==> src/sv/plus_minus_paren_evaluator_core_defines.svh <==
// ---------------------------------------------------------------------------
// Assertion macros for the expression evaluator
// Checks compile away when SYNTHESIS is defined.
// ---------------------------------------------------------------------------
`ifndef PLUS_MINUS_PAREN_EVALUATOR_CORE_DEFINES_SVH
`define PLUS_MINUS_PAREN_EVALUATOR_CORE_DEFINES_SVH

`ifndef SYNTHESIS
// same-cycle implication
`define PMPE_ASSERT_IMP(lbl, c, r, a, b) \
    lbl: assert property (@(posedge c) disable iff (!r) (a) |-> (b)) \
        else $error("evaluator check failed");
// next-cycle implication
`define PMPE_ASSERT_NXT(lbl, c, r, a, b) \
    lbl: assert property (@(posedge c) disable iff (!r) (a) |=> (b)) \
        else $error("evaluator check failed");
`else
`define PMPE_ASSERT_IMP(lbl, c, r, a, b)
`define PMPE_ASSERT_NXT(lbl, c, r, a, b)
`endif

`endif

==> src/sv/pmpe_pkg.sv <==
// ---------------------------------------------------------------------------
// pmpe_pkg
// Character codes, status codes and shared types of the evaluator.
// ---------------------------------------------------------------------------
`default_nettype none

package pmpe_pkg;

    localparam logic [7:0] CH_PLUS  = 8'h2B;
    localparam logic [7:0] CH_MINUS = 8'h2D;
    localparam logic [7:0] CH_OPEN  = 8'h28;
    localparam logic [7:0] CH_CLOSE = 8'h29;
    localparam logic [7:0] CH_SPACE = 8'h20;
    localparam logic [7:0] CH_ZERO  = 8'h30;
    localparam logic [7:0] CH_NINE  = 8'h39;

    typedef enum logic [1:0] {
        ST_OK    = 2'd0,
        ST_DEEP  = 2'd1,
        ST_CLOSE = 2'd2,
        ST_OPEN  = 2'd3
    } status_t;

    typedef enum logic [2:0] {
        CLS_OTHER = 3'd0,
        CLS_DIGIT = 3'd1,
        CLS_PLUS  = 3'd2,
        CLS_MINUS = 3'd3,
        CLS_OPEN  = 3'd4,
        CLS_CLOSE = 3'd5
    } char_class_t;

    // stack operations requested by the step logic
    typedef struct packed {
        logic push;
        logic pop;
        logic clear;
    } stk_ctrl_t;

    function automatic char_class_t char_class(input logic [7:0] c);
        char_class_t cls;
        cls = CLS_OTHER;
        if (c >= CH_ZERO && c <= CH_NINE)
            cls = CLS_DIGIT;
        else if (c == CH_PLUS)
            cls = CLS_PLUS;
        else if (c == CH_MINUS)
            cls = CLS_MINUS;
        else if (c == CH_OPEN)
            cls = CLS_OPEN;
        else if (c == CH_CLOSE)
            cls = CLS_CLOSE;
        else if (c == CH_SPACE)
            cls = CLS_OTHER;
        return cls;
    endfunction

endpackage

`default_nettype wire

==> src/sv/pmpe_char_if.sv <==
// ---------------------------------------------------------------------------
// pmpe_char_if
// Character channel: one expression byte per item, with an end flag.
// ---------------------------------------------------------------------------
`default_nettype none

interface pmpe_char_if;
    logic       valid;
    logic       ready;
    logic [7:0] ch;
    logic       last;

    modport source (output valid, output ch, output last, input ready);
    modport sink   (input valid, input ch, input last, output ready);
endinterface

`default_nettype wire

==> src/sv/pmpe_result_if.sv <==
// ---------------------------------------------------------------------------
// pmpe_result_if
// Result channel: evaluated value and status code.
// ---------------------------------------------------------------------------
`default_nettype none

interface pmpe_result_if #(
    parameter int VALUE_WIDTH = 32
);
    logic                   valid;
    logic                   ready;
    logic [VALUE_WIDTH-1:0] value;
    logic [1:0]             status;

    modport source (output valid, output value, output status, input ready);
    modport sink   (input valid, input value, input status, output ready);
endinterface

`default_nettype wire

==> src/sv/plus_minus_paren_evaluator_core.sv <==
// ---------------------------------------------------------------------------
// plus_minus_paren_evaluator_core
// Streaming evaluator for decimal +/- expressions with parentheses.
// ---------------------------------------------------------------------------
//
//   port     dir   payload              transfer
//   chars    in    ch[7:0], last        valid & ready
//   result   out   value[VW-1:0],       valid & ready
//                  status[1:0]
//
// One character per cycle while no last character waits on an unread result;
// a result goes valid once the last character has passed the input register
// and the result register. The step logic handles each character; the stack
// top lives in registers and the entry below it is prefetched from RAM.
// Reset clears the evaluator state and both valid flags; no RAM sweep.
// A stalled result blocks only a later last character; others keep flowing.
//
`default_nettype none

`include "plus_minus_paren_evaluator_core_defines.svh"

module plus_minus_paren_evaluator_core #(
    parameter int STACK_DEPTH = 32,
    parameter int VALUE_WIDTH = 32
) (
    input  wire logic    clk,
    input  wire logic    rst_n,
    pmpe_char_if.sink    chars,
    pmpe_result_if.source result
);

    import pmpe_pkg::*;

    localparam int LW = $clog2(STACK_DEPTH + 1);
    localparam int VW = VALUE_WIDTH;

    logic          in_valid_reg;
    logic [7:0]    in_ch_reg;
    logic          in_last_reg;
    logic          advance;

    logic [VW-1:0] sum_reg;
    logic [VW-1:0] sum_next;
    logic [VW-1:0] cur_reg;
    logic [VW-1:0] cur_next;
    logic          sign_reg;
    logic          sign_next;
    status_t       err_reg;
    status_t       err_next;

    stk_ctrl_t     ctrl;
    logic [LW-1:0] level;
    logic [VW-1:0] top_sum;
    logic          top_sign;

    logic [VW-1:0] res_value;
    status_t       res_status;
    logic          out_valid_reg;
    logic [VW-1:0] out_value_reg;
    logic [1:0]    out_status_reg;

    // hold a last character while the previous result is still unread
    assign advance     = in_valid_reg && (!in_last_reg || !out_valid_reg || result.ready);
    assign chars.ready = !in_valid_reg || advance;

    always_ff @(posedge clk or negedge rst_n)
    begin
        if (!rst_n)
        begin
            in_valid_reg <= 1'b0;
        end
        else if (chars.ready)
        begin
            in_valid_reg <= chars.valid;
        end
    end

    always_ff @(posedge clk)
    begin
        if (chars.ready && chars.valid)
        begin
            in_ch_reg   <= chars.ch;
            in_last_reg <= chars.last;
        end
    end

    pmpe_step #(
        .STACK_DEPTH (STACK_DEPTH),
        .VALUE_WIDTH (VALUE_WIDTH)
    ) u_step (
        .ch        (in_ch_reg),
        .last      (in_last_reg),
        .sum       (sum_reg),
        .cur       (cur_reg),
        .sign      (sign_reg),
        .err       (err_reg),
        .level     (level),
        .top_sum   (top_sum),
        .top_sign  (top_sign),
        .sum_next  (sum_next),
        .cur_next  (cur_next),
        .sign_next (sign_next),
        .err_next  (err_next),
        .ctrl      (ctrl),
        .value     (res_value),
        .status    (res_status)
    );

    pmpe_stack #(
        .STACK_DEPTH (STACK_DEPTH),
        .VALUE_WIDTH (VALUE_WIDTH)
    ) u_stack (
        .clk       (clk),
        .rst_n     (rst_n),
        .ctrl      (advance ? ctrl : stk_ctrl_t'('0)),
        .push_sum  (sum_reg),
        .push_sign (sign_reg),
        .level     (level),
        .top_sum   (top_sum),
        .top_sign  (top_sign)
    );

    always_ff @(posedge clk or negedge rst_n)
    begin
        if (!rst_n)
        begin
            sum_reg  <= '0;
            cur_reg  <= '0;
            sign_reg <= 1'b0;
            err_reg  <= ST_OK;
        end
        else if (advance)
        begin
            sum_reg  <= sum_next;
            cur_reg  <= cur_next;
            sign_reg <= sign_next;
            err_reg  <= err_next;
        end
    end

    always_ff @(posedge clk or negedge rst_n)
    begin
        if (!rst_n)
        begin
            out_valid_reg <= 1'b0;
        end
        else if (advance && in_last_reg)
        begin
            out_valid_reg <= 1'b1;
        end
        else if (result.ready)
        begin
            out_valid_reg <= 1'b0;
        end
    end

    always_ff @(posedge clk)
    begin
        if (advance && in_last_reg)
        begin
            out_value_reg  <= res_value;
            out_status_reg <= res_status;
        end
    end

    assign result.valid  = out_valid_reg;
    assign result.value  = out_value_reg;
    assign result.status = out_status_reg;

    `PMPE_ASSERT_IMP(a_err_value_zero, clk, rst_n,
        result.valid && (result.status != ST_OK), result.value == '0)
    `PMPE_ASSERT_IMP(a_level_bound, clk, rst_n, 1'b1, level <= LW'(STACK_DEPTH))
    `PMPE_ASSERT_NXT(a_clear_after_last, clk, rst_n, advance && in_last_reg,
        (level == '0) && (err_reg == ST_OK) && result.valid)

endmodule

`default_nettype wire

==> src/sv/pmpe_ram.sv <==
// ---------------------------------------------------------------------------
// pmpe_ram
// Generic single-write, single-read RAM with registered read data.
// ---------------------------------------------------------------------------
`default_nettype none

module pmpe_ram #(
    parameter int WIDTH = 33,
    parameter int DEPTH = 31
) (
    input  wire logic                                   clk,
    input  wire logic                                   we,
    input  wire logic [((DEPTH > 1) ? $clog2(DEPTH) : 1)-1:0] waddr,
    input  wire logic [WIDTH-1:0]                       wdata,
    input  wire logic [((DEPTH > 1) ? $clog2(DEPTH) : 1)-1:0] raddr,
    output logic      [WIDTH-1:0]                       rdata
);

    logic [WIDTH-1:0] mem [DEPTH];

    always_ff @(posedge clk)
    begin
        if (we)
        begin
            mem[waddr] <= wdata;
        end
        rdata <= mem[raddr];
    end

endmodule

`default_nettype wire

==> src/sv/pmpe_stack.sv <==
// ---------------------------------------------------------------------------
// pmpe_stack
// Bounded stack of saved sums and signs. The top entry sits in registers,
// the entries below it in a RAM whose next-below entry is always prefetched.
// ---------------------------------------------------------------------------
`default_nettype none

module pmpe_stack #(
    parameter int STACK_DEPTH = 32,
    parameter int VALUE_WIDTH = 32
) (
    input  wire logic                                  clk,
    input  wire logic                                  rst_n,
    input  wire pmpe_pkg::stk_ctrl_t                   ctrl,
    input  wire logic [VALUE_WIDTH-1:0]                push_sum,
    input  wire logic                                  push_sign,
    output logic      [$clog2(STACK_DEPTH+1)-1:0]      level,
    output logic      [VALUE_WIDTH-1:0]                top_sum,
    output logic                                       top_sign
);

    import pmpe_pkg::*;

    localparam int LW       = $clog2(STACK_DEPTH + 1);
    localparam int RAM_DEPTH = (STACK_DEPTH > 1) ? STACK_DEPTH - 1 : 1;
    localparam int AW       = (RAM_DEPTH > 1) ? $clog2(RAM_DEPTH) : 1;
    localparam int EW       = VALUE_WIDTH + 1;

    logic [LW-1:0] level_reg;
    logic [LW-1:0] level_next;
    logic [LW-1:0] level_m1;
    logic [LW-1:0] level_next_m2;
    logic [VALUE_WIDTH-1:0] top_sum_reg;
    logic                   top_sign_reg;
    logic          fwd_valid_reg;
    logic [EW-1:0] fwd_data_reg;
    logic [EW-1:0] ram_rdata;
    logic [EW-1:0] below;
    logic          ram_we;

    always_comb
    begin
        priority if (ctrl.clear)
            level_next = '0;
        else if (ctrl.push)
            level_next = level_reg + LW'(1);
        else if (ctrl.pop)
            level_next = level_reg - LW'(1);
        else
            level_next = level_reg;
    end

    assign level_m1      = level_reg - LW'(1);
    assign level_next_m2 = level_next - LW'(2);
    // old top moves into the RAM when a push lands on a non-empty stack
    assign ram_we        = ctrl.push && (level_reg != '0);
    assign below         = fwd_valid_reg ? fwd_data_reg : ram_rdata;

    pmpe_ram #(
        .WIDTH (EW),
        .DEPTH (RAM_DEPTH)
    ) u_ram (
        .clk   (clk),
        .we    (ram_we),
        .waddr (level_m1[AW-1:0]),
        .wdata ({top_sign_reg, top_sum_reg}),
        .raddr (level_next_m2[AW-1:0]),
        .rdata (ram_rdata)
    );

    always_ff @(posedge clk or negedge rst_n)
    begin
        if (!rst_n)
        begin
            level_reg     <= '0;
            fwd_valid_reg <= 1'b0;
        end
        else
        begin
            level_reg     <= level_next;
            // the RAM read of an entry written this cycle returns stale data
            fwd_valid_reg <= ram_we;
        end
    end

    always_ff @(posedge clk)
    begin
        if (ram_we)
        begin
            fwd_data_reg <= {top_sign_reg, top_sum_reg};
        end
        if (ctrl.push)
        begin
            top_sum_reg  <= push_sum;
            top_sign_reg <= push_sign;
        end
        else if (ctrl.pop)
        begin
            top_sum_reg  <= below[VALUE_WIDTH-1:0];
            top_sign_reg <= below[VALUE_WIDTH];
        end
    end

    assign level    = level_reg;
    assign top_sum  = top_sum_reg;
    assign top_sign = top_sign_reg;

endmodule

`default_nettype wire

==> src/sv/pmpe_step.sv <==
// ---------------------------------------------------------------------------
// pmpe_step
// Next-state logic for one character, plus the end-of-expression result.
// ---------------------------------------------------------------------------
`default_nettype none

module pmpe_step #(
    parameter int STACK_DEPTH = 32,
    parameter int VALUE_WIDTH = 32
) (
    input  wire logic [7:0]                        ch,
    input  wire logic                              last,
    input  wire logic [VALUE_WIDTH-1:0]            sum,
    input  wire logic [VALUE_WIDTH-1:0]            cur,
    input  wire logic                              sign,
    input  wire pmpe_pkg::status_t                 err,
    input  wire logic [$clog2(STACK_DEPTH+1)-1:0]  level,
    input  wire logic [VALUE_WIDTH-1:0]            top_sum,
    input  wire logic                              top_sign,
    output logic      [VALUE_WIDTH-1:0]            sum_next,
    output logic      [VALUE_WIDTH-1:0]            cur_next,
    output logic                                   sign_next,
    output pmpe_pkg::status_t                      err_next,
    output pmpe_pkg::stk_ctrl_t                    ctrl,
    output logic      [VALUE_WIDTH-1:0]            value,
    output pmpe_pkg::status_t                      status
);

    import pmpe_pkg::*;

    localparam int LW = $clog2(STACK_DEPTH + 1);
    localparam int VW = VALUE_WIDTH;

    char_class_t      cls;
    logic [3:0]       digit;
    logic [VW-1:0]    term;
    logic [VW-1:0]    folded;
    logic [VW-1:0]    inner_term;
    logic [VW-1:0]    sum_op;
    logic [VW-1:0]    cur_op;
    logic             sign_op;
    status_t          err_op;
    logic [LW-1:0]    level_op;
    logic             do_push;
    logic             do_pop;
    logic [VW-1:0]    final_sum;
    status_t          final_err;

    assign cls        = char_class(ch);
    assign digit      = ch[3:0];
    assign term       = sign ? (VW'(0) - cur) : cur;
    assign folded     = sum + term;
    assign inner_term = top_sign ? (VW'(0) - folded) : folded;

    always_comb
    begin
        sum_op   = sum;
        cur_op   = cur;
        sign_op  = sign;
        err_op   = err;
        level_op = level;
        do_push  = 1'b0;
        do_pop   = 1'b0;
        unique case (cls)
            CLS_DIGIT:
            begin
                // cur * 10 + digit
                cur_op = {cur[VW-4:0], 3'b000} + {cur[VW-2:0], 1'b0} + VW'(digit);
            end
            CLS_PLUS, CLS_MINUS:
            begin
                sum_op  = folded;
                cur_op  = '0;
                sign_op = (cls == CLS_MINUS);
            end
            CLS_OPEN:
            begin
                if (level < LW'(STACK_DEPTH))
                begin
                    do_push  = 1'b1;
                    sum_op   = '0;
                    cur_op   = '0;
                    sign_op  = 1'b0;
                    level_op = level + LW'(1);
                end
                else if (err == ST_OK)
                begin
                    err_op = ST_DEEP;
                end
            end
            CLS_CLOSE:
            begin
                if (level != '0)
                begin
                    do_pop   = 1'b1;
                    sum_op   = top_sum + inner_term;
                    cur_op   = '0;
                    sign_op  = top_sign;
                    level_op = level - LW'(1);
                end
                else if (err == ST_OK)
                begin
                    err_op = ST_CLOSE;
                end
            end
            default:
            begin
                sum_op = sum;
            end
        endcase
    end

    assign final_sum = sum_op + (sign_op ? (VW'(0) - cur_op) : cur_op);

    always_comb
    begin
        if (err_op != ST_OK)
            final_err = err_op;
        else if (level_op != '0)
            final_err = ST_OPEN;
        else
            final_err = ST_OK;
    end

    assign value  = (final_err == ST_OK) ? final_sum : '0;
    assign status = final_err;

    // a finished expression leaves the evaluator cleared for the next one
    assign sum_next   = last ? '0 : sum_op;
    assign cur_next   = last ? '0 : cur_op;
    assign sign_next  = last ? 1'b0 : sign_op;
    assign err_next   = last ? ST_OK : err_op;
    assign ctrl.push  = do_push;
    assign ctrl.pop   = do_pop;
    assign ctrl.clear = last;

endmodule

`default_nettype wire
==> src/flat_wrapper.sv <==
// flat-port wrapper written by rule: the top's interface ports become plain ports
module plus_minus_paren_evaluator_core_flat import pmpe_pkg::*;
#(
    parameter int STACK_DEPTH = 32,
    parameter int VALUE_WIDTH = 32
)
  (clk, rst_n, chars_valid, chars_ch, chars_last, chars_ready, result_valid, result_value, result_status, result_ready);
  pmpe_char_if chars_i ();
  pmpe_result_if #(.VALUE_WIDTH(VALUE_WIDTH)) result_i ();
  input  wire logic clk;
  input  wire logic rst_n;
  input wire logic [$bits(chars_i.valid)-1:0] chars_valid;
  input wire logic [$bits(chars_i.ch)-1:0] chars_ch;
  input wire logic [$bits(chars_i.last)-1:0] chars_last;
  output wire logic [$bits(chars_i.ready)-1:0] chars_ready;
  output wire logic [$bits(result_i.valid)-1:0] result_valid;
  output wire logic [$bits(result_i.value)-1:0] result_value;
  output wire logic [$bits(result_i.status)-1:0] result_status;
  input wire logic [$bits(result_i.ready)-1:0] result_ready;
  assign chars_i.valid = chars_valid;
  assign chars_i.ch = chars_ch;
  assign chars_i.last = chars_last;
  assign chars_ready = chars_i.ready;
  assign result_valid = result_i.valid;
  assign result_value = result_i.value;
  assign result_status = result_i.status;
  assign result_i.ready = result_ready;
  plus_minus_paren_evaluator_core #(.STACK_DEPTH(STACK_DEPTH), .VALUE_WIDTH(VALUE_WIDTH)) u_core (.clk(clk), .rst_n(rst_n), .chars(chars_i), .result(result_i));
endmodule
==> config.mk <==
export PLATFORM = sky130hd
export DESIGN_NAME = plus_minus_paren_evaluator_core_flat
export DESIGN_NICKNAME = d
export VERILOG_FILES = /design/src/sv/pmpe_pkg.sv /design/src/sv/pmpe_char_if.sv /design/src/sv/pmpe_result_if.sv /design/src/sv/plus_minus_paren_evaluator_core.sv /design/src/sv/pmpe_ram.sv /design/src/sv/pmpe_stack.sv /design/src/sv/pmpe_step.sv /design/src/flat_wrapper.sv
export VERILOG_INCLUDE_DIRS = /design/src /design/src/sv
export SDC_FILE = /design/constraint.sdc
export NUM_CORES = 2
export LEC_CHECK = 0
export ABC_AREA = 1
export BUFFER_PORTS_ARGS = -buffer_cell sky130_fd_sc_hd__buf_4
export CORE_ASPECT_RATIO = 1.5
export CORE_MARGIN = 5
export CORE_UTILIZATION = 25
export CTS_BUF_LIST = sky130_fd_sc_hd__clkbuf_4
export CTS_CLUSTER_DIAMETER = 50
export DETAILED_ROUTE_END_ITERATION = 10
export GPL_TIMING_DRIVEN = 0
export SYNTH_ARGS = -nofsm -noshare
export SYNTH_HDL_FRONTEND = slang
export SYNTH_SLANG_ARGS = --single-unit
==> constraint.sdc <==
create_clock -name clk -period 7.15 [get_ports clk]
set_input_delay 1.0725 -clock clk [delete_from_list [all_inputs] [get_ports clk]]
set_output_delay 1.0725 -clock clk [all_outputs]
set_load 0.02 [all_outputs]
After elaboration in Yosys (flattened, before gate mapping)
Memories as Yosys holds them, arrays and structs flattened. A register that Yosys moved wholly into a read port is not among the register bits.
Index checks and enable logic that the tools add are counted.
{"block": "totals", "regBits": 185, "ram_bits": 1023, "output_inout_bits": 36, "word_cells": 106, "mem_count": 1}
{"name": "u_core.u_stack.u_ram.mem", "words": 31, "word_bits": 33, "read_ports": 1, "rd_ports_with_merged_regs": 1, "write_ports": 1, "line_no": "pmpe_ram.sv:19", "rtl": "logic [WIDTH-1:0] mem [DEPTH];"}
{"block": "op_classes", "n_addsub": 11, "order_cmp": 3, "n_eq_ne": 9, "n_mux": 48, "reduce_logical": 19}
{"op": "two-way mux 32 bit", "n": 11}
{"op": "adder 32 bit", "n": 4}
{"op": "case mux 32 bit (4 select lines)", "n": 1}
{"op": "case mux 32 bit (3 select lines)", "n": 1}
{"op": "subtractor 1 x 32 -> 32 bit, first input constant", "n": 3}
{"op": "two-way mux 33 bit", "n": 1}
{"op": "adder 32 x 4 -> 32 bit", "n": 1}
{"op": "== test 8 x 6 -> 1 bit, second input constant", "n": 4}
{"op": "two-way mux 6 bit", "n": 5}
{"op": "two-way mux 3 bit", "n": 6}
{"op": "two-way mux 2 bit", "n": 7}
{"op": "two-way mux 1 bit", "n": 13}
{"op": "case mux 6 bit (2 select lines)", "n": 1}
{"op": "nonzero test 6 bit", "n": 2}
{"op": ">= comparator 8 x 6 -> 1 bit, second input constant", "n": 1}
{"op": "<= comparator 8 x 6 -> 1 bit, second input constant", "n": 1}
{"op": "adder 6 x 1 -> 6 bit, second input constant", "n": 1}
{"op": "== test 3 x 2 -> 1 bit, second input constant", "n": 2}
{"op": "== test 3 bit, second input constant", "n": 2}
{"op": "less-than comparator 6 bit, second input constant", "n": 1}
{"op": "nonzero test 2 bit", "n": 3}
{"op": "subtractor 6 x 1 -> 6 bit, second input constant", "n": 1}
{"op": "logical AND 1 bit", "n": 5}
{"op": "subtractor 5 x 2 -> 5 bit, second input constant", "n": 1}
{"op": "other kinds (7)", "n": 12}

Longest topological paths before layout
{"block": "depth", "depth_word": 13, "depth_mapped": 50, "mapped_depth_nobuf": 50}

Cells and area by module
From an unflattened synthesis, not the netlist that was laid out.
{"block": "hier_totals", "cells_unflattened": 6514, "area_unflattened_um2": 61756.7}
{"mod": "pmpe_ram", "n_inst": 1, "cells_each": 3492, "area_each_um2": 41984.0, "seq_area_each_um2": 31380.1}
{"mod": "pmpe_step", "n_inst": 1, "cells_each": 2363, "area_each_um2": 12462.0, "seq_area_each_um2": 0.0}
{"mod": "plus_minus_paren_evaluator_core", "n_inst": 1, "cells_each": 352, "area_each_um2": 4058.9, "seq_area_each_um2": 3017.9}
{"mod": "pmpe_stack", "n_inst": 1, "cells_each": 307, "area_each_um2": 3251.9, "seq_area_each_um2": 2157.1}

Worst setup path before layout
Ideal clock, no wire load.
{"block": "synth_timing", "path_kind": "register -> register", "from": "reg u_core.cur_reg[0]", "to": "reg u_core.out_value_reg[31] (netlist: u_core.result.value[31]), data pin", "arrival_ns": 6.188, "setup_slack_ns": 0.710, "path_stages_with_launch": 45, "synth_period_minus_slack_ns": 6.440, "cell_sequence": "dfrtp_1 > inv_1 > ha_1 > nand3_1 > nor2_1 > nand4_1 > o31ai_1 > o21ai_0 > xor2_1 > ha_1 > nand2_1 > nor2_1 > inv_1 > nor3_1 > nand3_1 > nand3_1 > nand2_1 > nand2_1 > [... 9 more ...] > nand3_1 > nand3_1 > nand2_1 > or2_2 > nand3_1 > o211ai_1 > nand2_1 > inv_1 > ha_1 > nand2_1 > nor4_1 > a221oi_1 > nand2_1 > a21oi_1 > xnor2_1 > nand2_1 > nand2_1 > nor2_1"}
{"block": "synth_between", "elab_chain_len": 9}
{"item": "from (decl)", "line_no": "plus_minus_paren_evaluator_core.sv:44", "rtl": "logic [VW-1:0] cur_reg;"}
{"item": "from (signal assigned)", "line_no": "plus_minus_paren_evaluator_core.sv:135", "rtl": "cur_reg <= cur_next;"}
{"item": "subtractor 1 x 32 -> 32 bit", "line_no": "pmpe_step.sv:51", "rtl": "assign term = sign ? (VW'(0) - cur) : cur;"}
{"item": "two-way mux 32 bit", "line_no": "pmpe_step.sv:51"}
{"item": "adder 32 bit", "line_no": "pmpe_step.sv:52", "rtl": "assign folded = sum + term;"}
{"item": "subtractor 1 x 32 -> 32 bit", "line_no": "pmpe_step.sv:53", "rtl": "assign inner_term = top_sign ? (VW'(0) - folded) : folded;"}
{"item": "two-way mux 32 bit", "line_no": "pmpe_step.sv:53"}
{"item": "adder 32 bit", "line_no": "pmpe_step.sv:96", "rtl": "sum_op = top_sum + inner_term;"}
{"item": "two-way mux 32 bit", "line_no": "pmpe_step.sv:93", "rtl": "if (level != '0)"}
{"item": "case mux 32 bit (3 select lines)", "line_no": "pmpe_step.sv:64", "rtl": "unique case (cls)"}
{"item": "adder 32 bit *", "line_no": "pmpe_step.sv:113", "rtl": "assign final_sum = sum_op + (sign_op ? (VW'(0) - cur_op) : cur_op);"}
{"item": "to (signal assigned)", "line_no": "plus_minus_paren_evaluator_core.sv:161", "rtl": "out_value_reg <= res_value;"}
{"item": "to (decl)", "line_no": "plus_minus_paren_evaluator_core.sv:59", "rtl": "logic [VW-1:0] out_value_reg;"}
Every way passes the cells marked *; elsewhere a longest branch is shown, timed or not.
A chain may end at the register's enable or synchronous reset.

Final worst setup path
Ends and elaborated chain as after synthesis.

==> results.md <==
- Clk Tree Root Cell: clkbuf_4
- Commonest cells in the synthesized netlist: 1,132 x edfxtp_1, 1,120 x nand2_1, 566 x inv_1
- DRC viols: 0
- Most repeated library cell on the critical path: nand2_1
- Non-Filler Instances: 9,950
- Yosys cell types: roughly 60
- Number of flip-flops in the largest register: between 1,000 and 1,500
- Clk slew on worst S/H paths: around 0.060 ns
- FF-to-FF End: u_core.result.value[31]$_SDFFCE_PP0P_
- Syn_area_per_cell: approximately 10 um2
- First-pass GRT wire length: 319,000 um
- Congestion Overflow GR: 0
- Crit path max fanout: 5
- I/O pins: between 40 and 50
- H-tree lvl count: 5
- Post-Syn Instances: between 5,000 and 6,000
- Area of the core: ~240,000 um2
- Hold path depth: 4
- DR iter-0 viols: roughly 4,200
- Final WL: around 220,000 um
- Worst reg2reg setup slack: 0.29 ns
- Register area: between 30,000 and 40,000 um2
- Vias: ~48,000
- Maxcap violations: 0
- Most common cell in the netlist: edfxtp_1
- Worst vdd ir: 0.158 mV
- Reg2reg path depth: 44
- Starting density of the core: 0.251
- Mapped Nets: between 6,000 and 7,000
- Cell accounting for the most synthesized area: edfxtp_1
- Final GP Congestion: between 1 and 1.5
- RSZ-0062 raised after global routing: yes
- Multi-input logic area: between 20,000 and 25,000 um2
- Die X: around 400 um
- Overall Global Routing Usage: 0.172
- CP Capture Type: flip-flop
- Commonest register cell after synthesis: edfxtp_1
- FILL cells: 25,000
- Clock Latency Late Sink: 1.29 ns
- Fraction of layout cells with a size suffix above 1: 0.172
- Vias per std cell: approximately 4.9
- Vias in the first global route: a little under 50,000
- CTS max path bufs: 4
- Worst hold path type: in -> reg
- Setup Skew: between 0.15 and 0.2 ns
- YS warnings: 0
- HPWL Detailed: about 170,000 um
- Post-synthesis sequential area ratio: 0.602
- Area contributors post-synth: edfxtp_1 56%, nand2_1 6.9%, o21ai_0 4.3%
- WHS Endpoint: u_core.result.valid$_DFFE_PN0P_
- TritonCTS clock tree: built
- CP max stage cell: dfrtp_2
- Worst setup path class: reg -> reg
- Die ar.: ~250,000 um2
- Final Setup Violations: 0
- Post-Syn Area: between 60,000 and 70,000 um2
- Layout Nets: roughly 6,700
- Cell Rows: between 200 and 250
- #FFs+latches synth: roughly 1,200
- Post-synth ARST share: 0.0612
- Initial antenna violation count: 7
- Lkg Pwr: between 20 and 30 nW
- Period utilization: 0.959
- Setup TNS: 0 ns
- Final instance area: 72,800 um2
- Pin count of the biggest net entering global routing: between 70 and 80
- Outcome: finished clean
- Tot Pwr: around 0.015 W
- Min cycle time layout: between 6 and 7 ns
- Critical path arrival: slightly below 8 ns
- EDFF count, synth: 1,132
- DP Area: 66,900 um2
- Worst Setup Start Kind: flip-flop
- Placed cells: 9,322
- Peak per-stage delay on the critical path: 0.42 ns
- Slew headroom: 0.0172
- Power density cells: 208 nW/um2
- Area delta synth->final: 19.9%
- CP Data Required Time: 8.14 ns
- Inserted Clock Buffers: roughly 330
- Detail Route Antenna Nets: 0
- Fin. Hold Viols: 0
- Least-Margin Pin Slew: roughly 1.5 ns
- R2R Path Start: u_core.cur_reg[0]$_DFFE_PN0P_
- DR WL/cell: 22.6 um
- Port bufs: 48
- Slew Limit Fails: 0
- F_max: around 150 MHz
- Clk sinks: around 1,200
- Drt pass-1 iters: 8
- HP Start: result_ready
- Hold Worst Slack: between 0.2 and 0.25 ns
- Die Height: just over 600 um
- Top cell type's share of synthesized area: 0.560
## worst max-delay path, delay by kind of cell, from the launching register on
| family | cells | cell delay (ns) |
|---|---|---|
| adders and majority gates | 4 | 1.20 |
| and+or+nand+nor | 23 | 2.54 |
| AOI/OAI and AO/OA | 6 | 1.30 |
| buffers and inverters | 8 | 0.77 |
| DFF | 1 | 0.42 |
| xor gates and xnor gates | 3 | 0.44 |
## per-stage QoR
| stage | setup WS, ns | util |
|---|---|---|
| 2_1_floorplan | 0.710 | - |
| 3_3_place_gp | -2.23 | 0.269 |
| 3_5_place_dp | -1.37 | 0.277 |
| 4_1_cts | -0.175 | 0.295 |
| 5_1_grt | -0.108 | 0.301 |
| 6_report | 0.294 | 0.301 |
## layer usage
layer	wire (um)	vias to the layer above	GRT usage
li1	-	22200	-
met1	78700	23400	0.180
met2	114000	2178	0.309
met3	13900	636	0.0302
met4	17800	2	0.122
met5	8	-	0
## layout by cell type, fill, tap and decap left out, types with 84 or more instances in the layout
cell      synthesis  final
o21ai_1         286    303
nor2_1          480    409
a21oi_1         184    163
clkbuf_4          0    429
inv_1           566    553
o211ai_1        226    226
nand2_1        1120   1055
clkinv_1          2     84
nand3_1         335    321
edfxtp_1       1132   1132
ha_1            168    136
buf_2           108    108
o21ai_0         526    498
clkbuf_1        127    118
buf_4            16    133
## power by group
group          switching, W  internal (W)  total (W)
clock network       0.00293       0.00296    0.00589
registers         0.0000330       0.00786    0.00789
logic              0.000896      0.000454    0.00135
## logic make-up (layout without fill, tap and decap cells)
group | count (synthesis) | after routing | synth area share
flip-flops | 1241 | 1241 | 0.602
other | 0 | 9 | 0
AND/OR/NAND/NOR | 2121 | 2121 | 0.147
adder cells (fa/ha/maj) | 173 | 173 | 0.0363
buffers and inverters | 851 | 1581 | 0.0561
AO/OA/AOI/OAI | 1484 | 1484 | 0.142
XOR/XNOR | 108 | 108 | 0.0157
## how the worst max path moves through the flow
stage | from | to | slack (ns) | cells past startpoint
finish | u_core.cur_reg[0]$_DFFE_PN0P_ | u_core.result.value[31]$_SDFFCE_PP0P_ | 0.29 | 44
global route | u_core.cur_reg[0]$_DFFE_PN0P_ | u_core.result.value[31]$_SDFFCE_PP0P_ | -0.11 | 46
CTS | u_core.cur_reg[1]$_DFFE_PN0P_ | u_core.result.value[31]$_SDFFCE_PP0P_ | -0.17 | 43
detailed placement | u_core.cur_reg[0]$_DFFE_PN0P_ | u_core.result.value[31]$_SDFFCE_PP0P_ | -1.37 | 44
global placement | result_ready | u_core.u_stack.u_ram.mem[14][9]$_DFFE_PP_ | -2.23 | 9
floorplan | u_core.cur_reg[0]$_DFFE_PN0P_ | u_core.result.value[31]$_SDFFCE_PP0P_ | 0.71 | 44
## layout make-up
type / instances / area share
antenna: 9 / 0.000310
inverter: 581 / 0.0301
buffer: 269 / 0.0171
tap: 3233 / 0.0556
timing repair buffer: 197 / 0.0370
multi-input combinational: 3886 / 0.306
clock inverter: 105 / 0.00745
clock buffer: 429 / 0.0443
sequential: 1241 / 0.503
## what timing repair did
action                     in CTS  in global routing
gates resized for setup       110                250
hold endpoints to repair       66                  0
buffers inserted               20                 49
pin swaps                      29                 82
setup endpoints to repair      47                 17
hold buffers                   11                  0
Note: power is estimated with default switching activity, not from simulation.
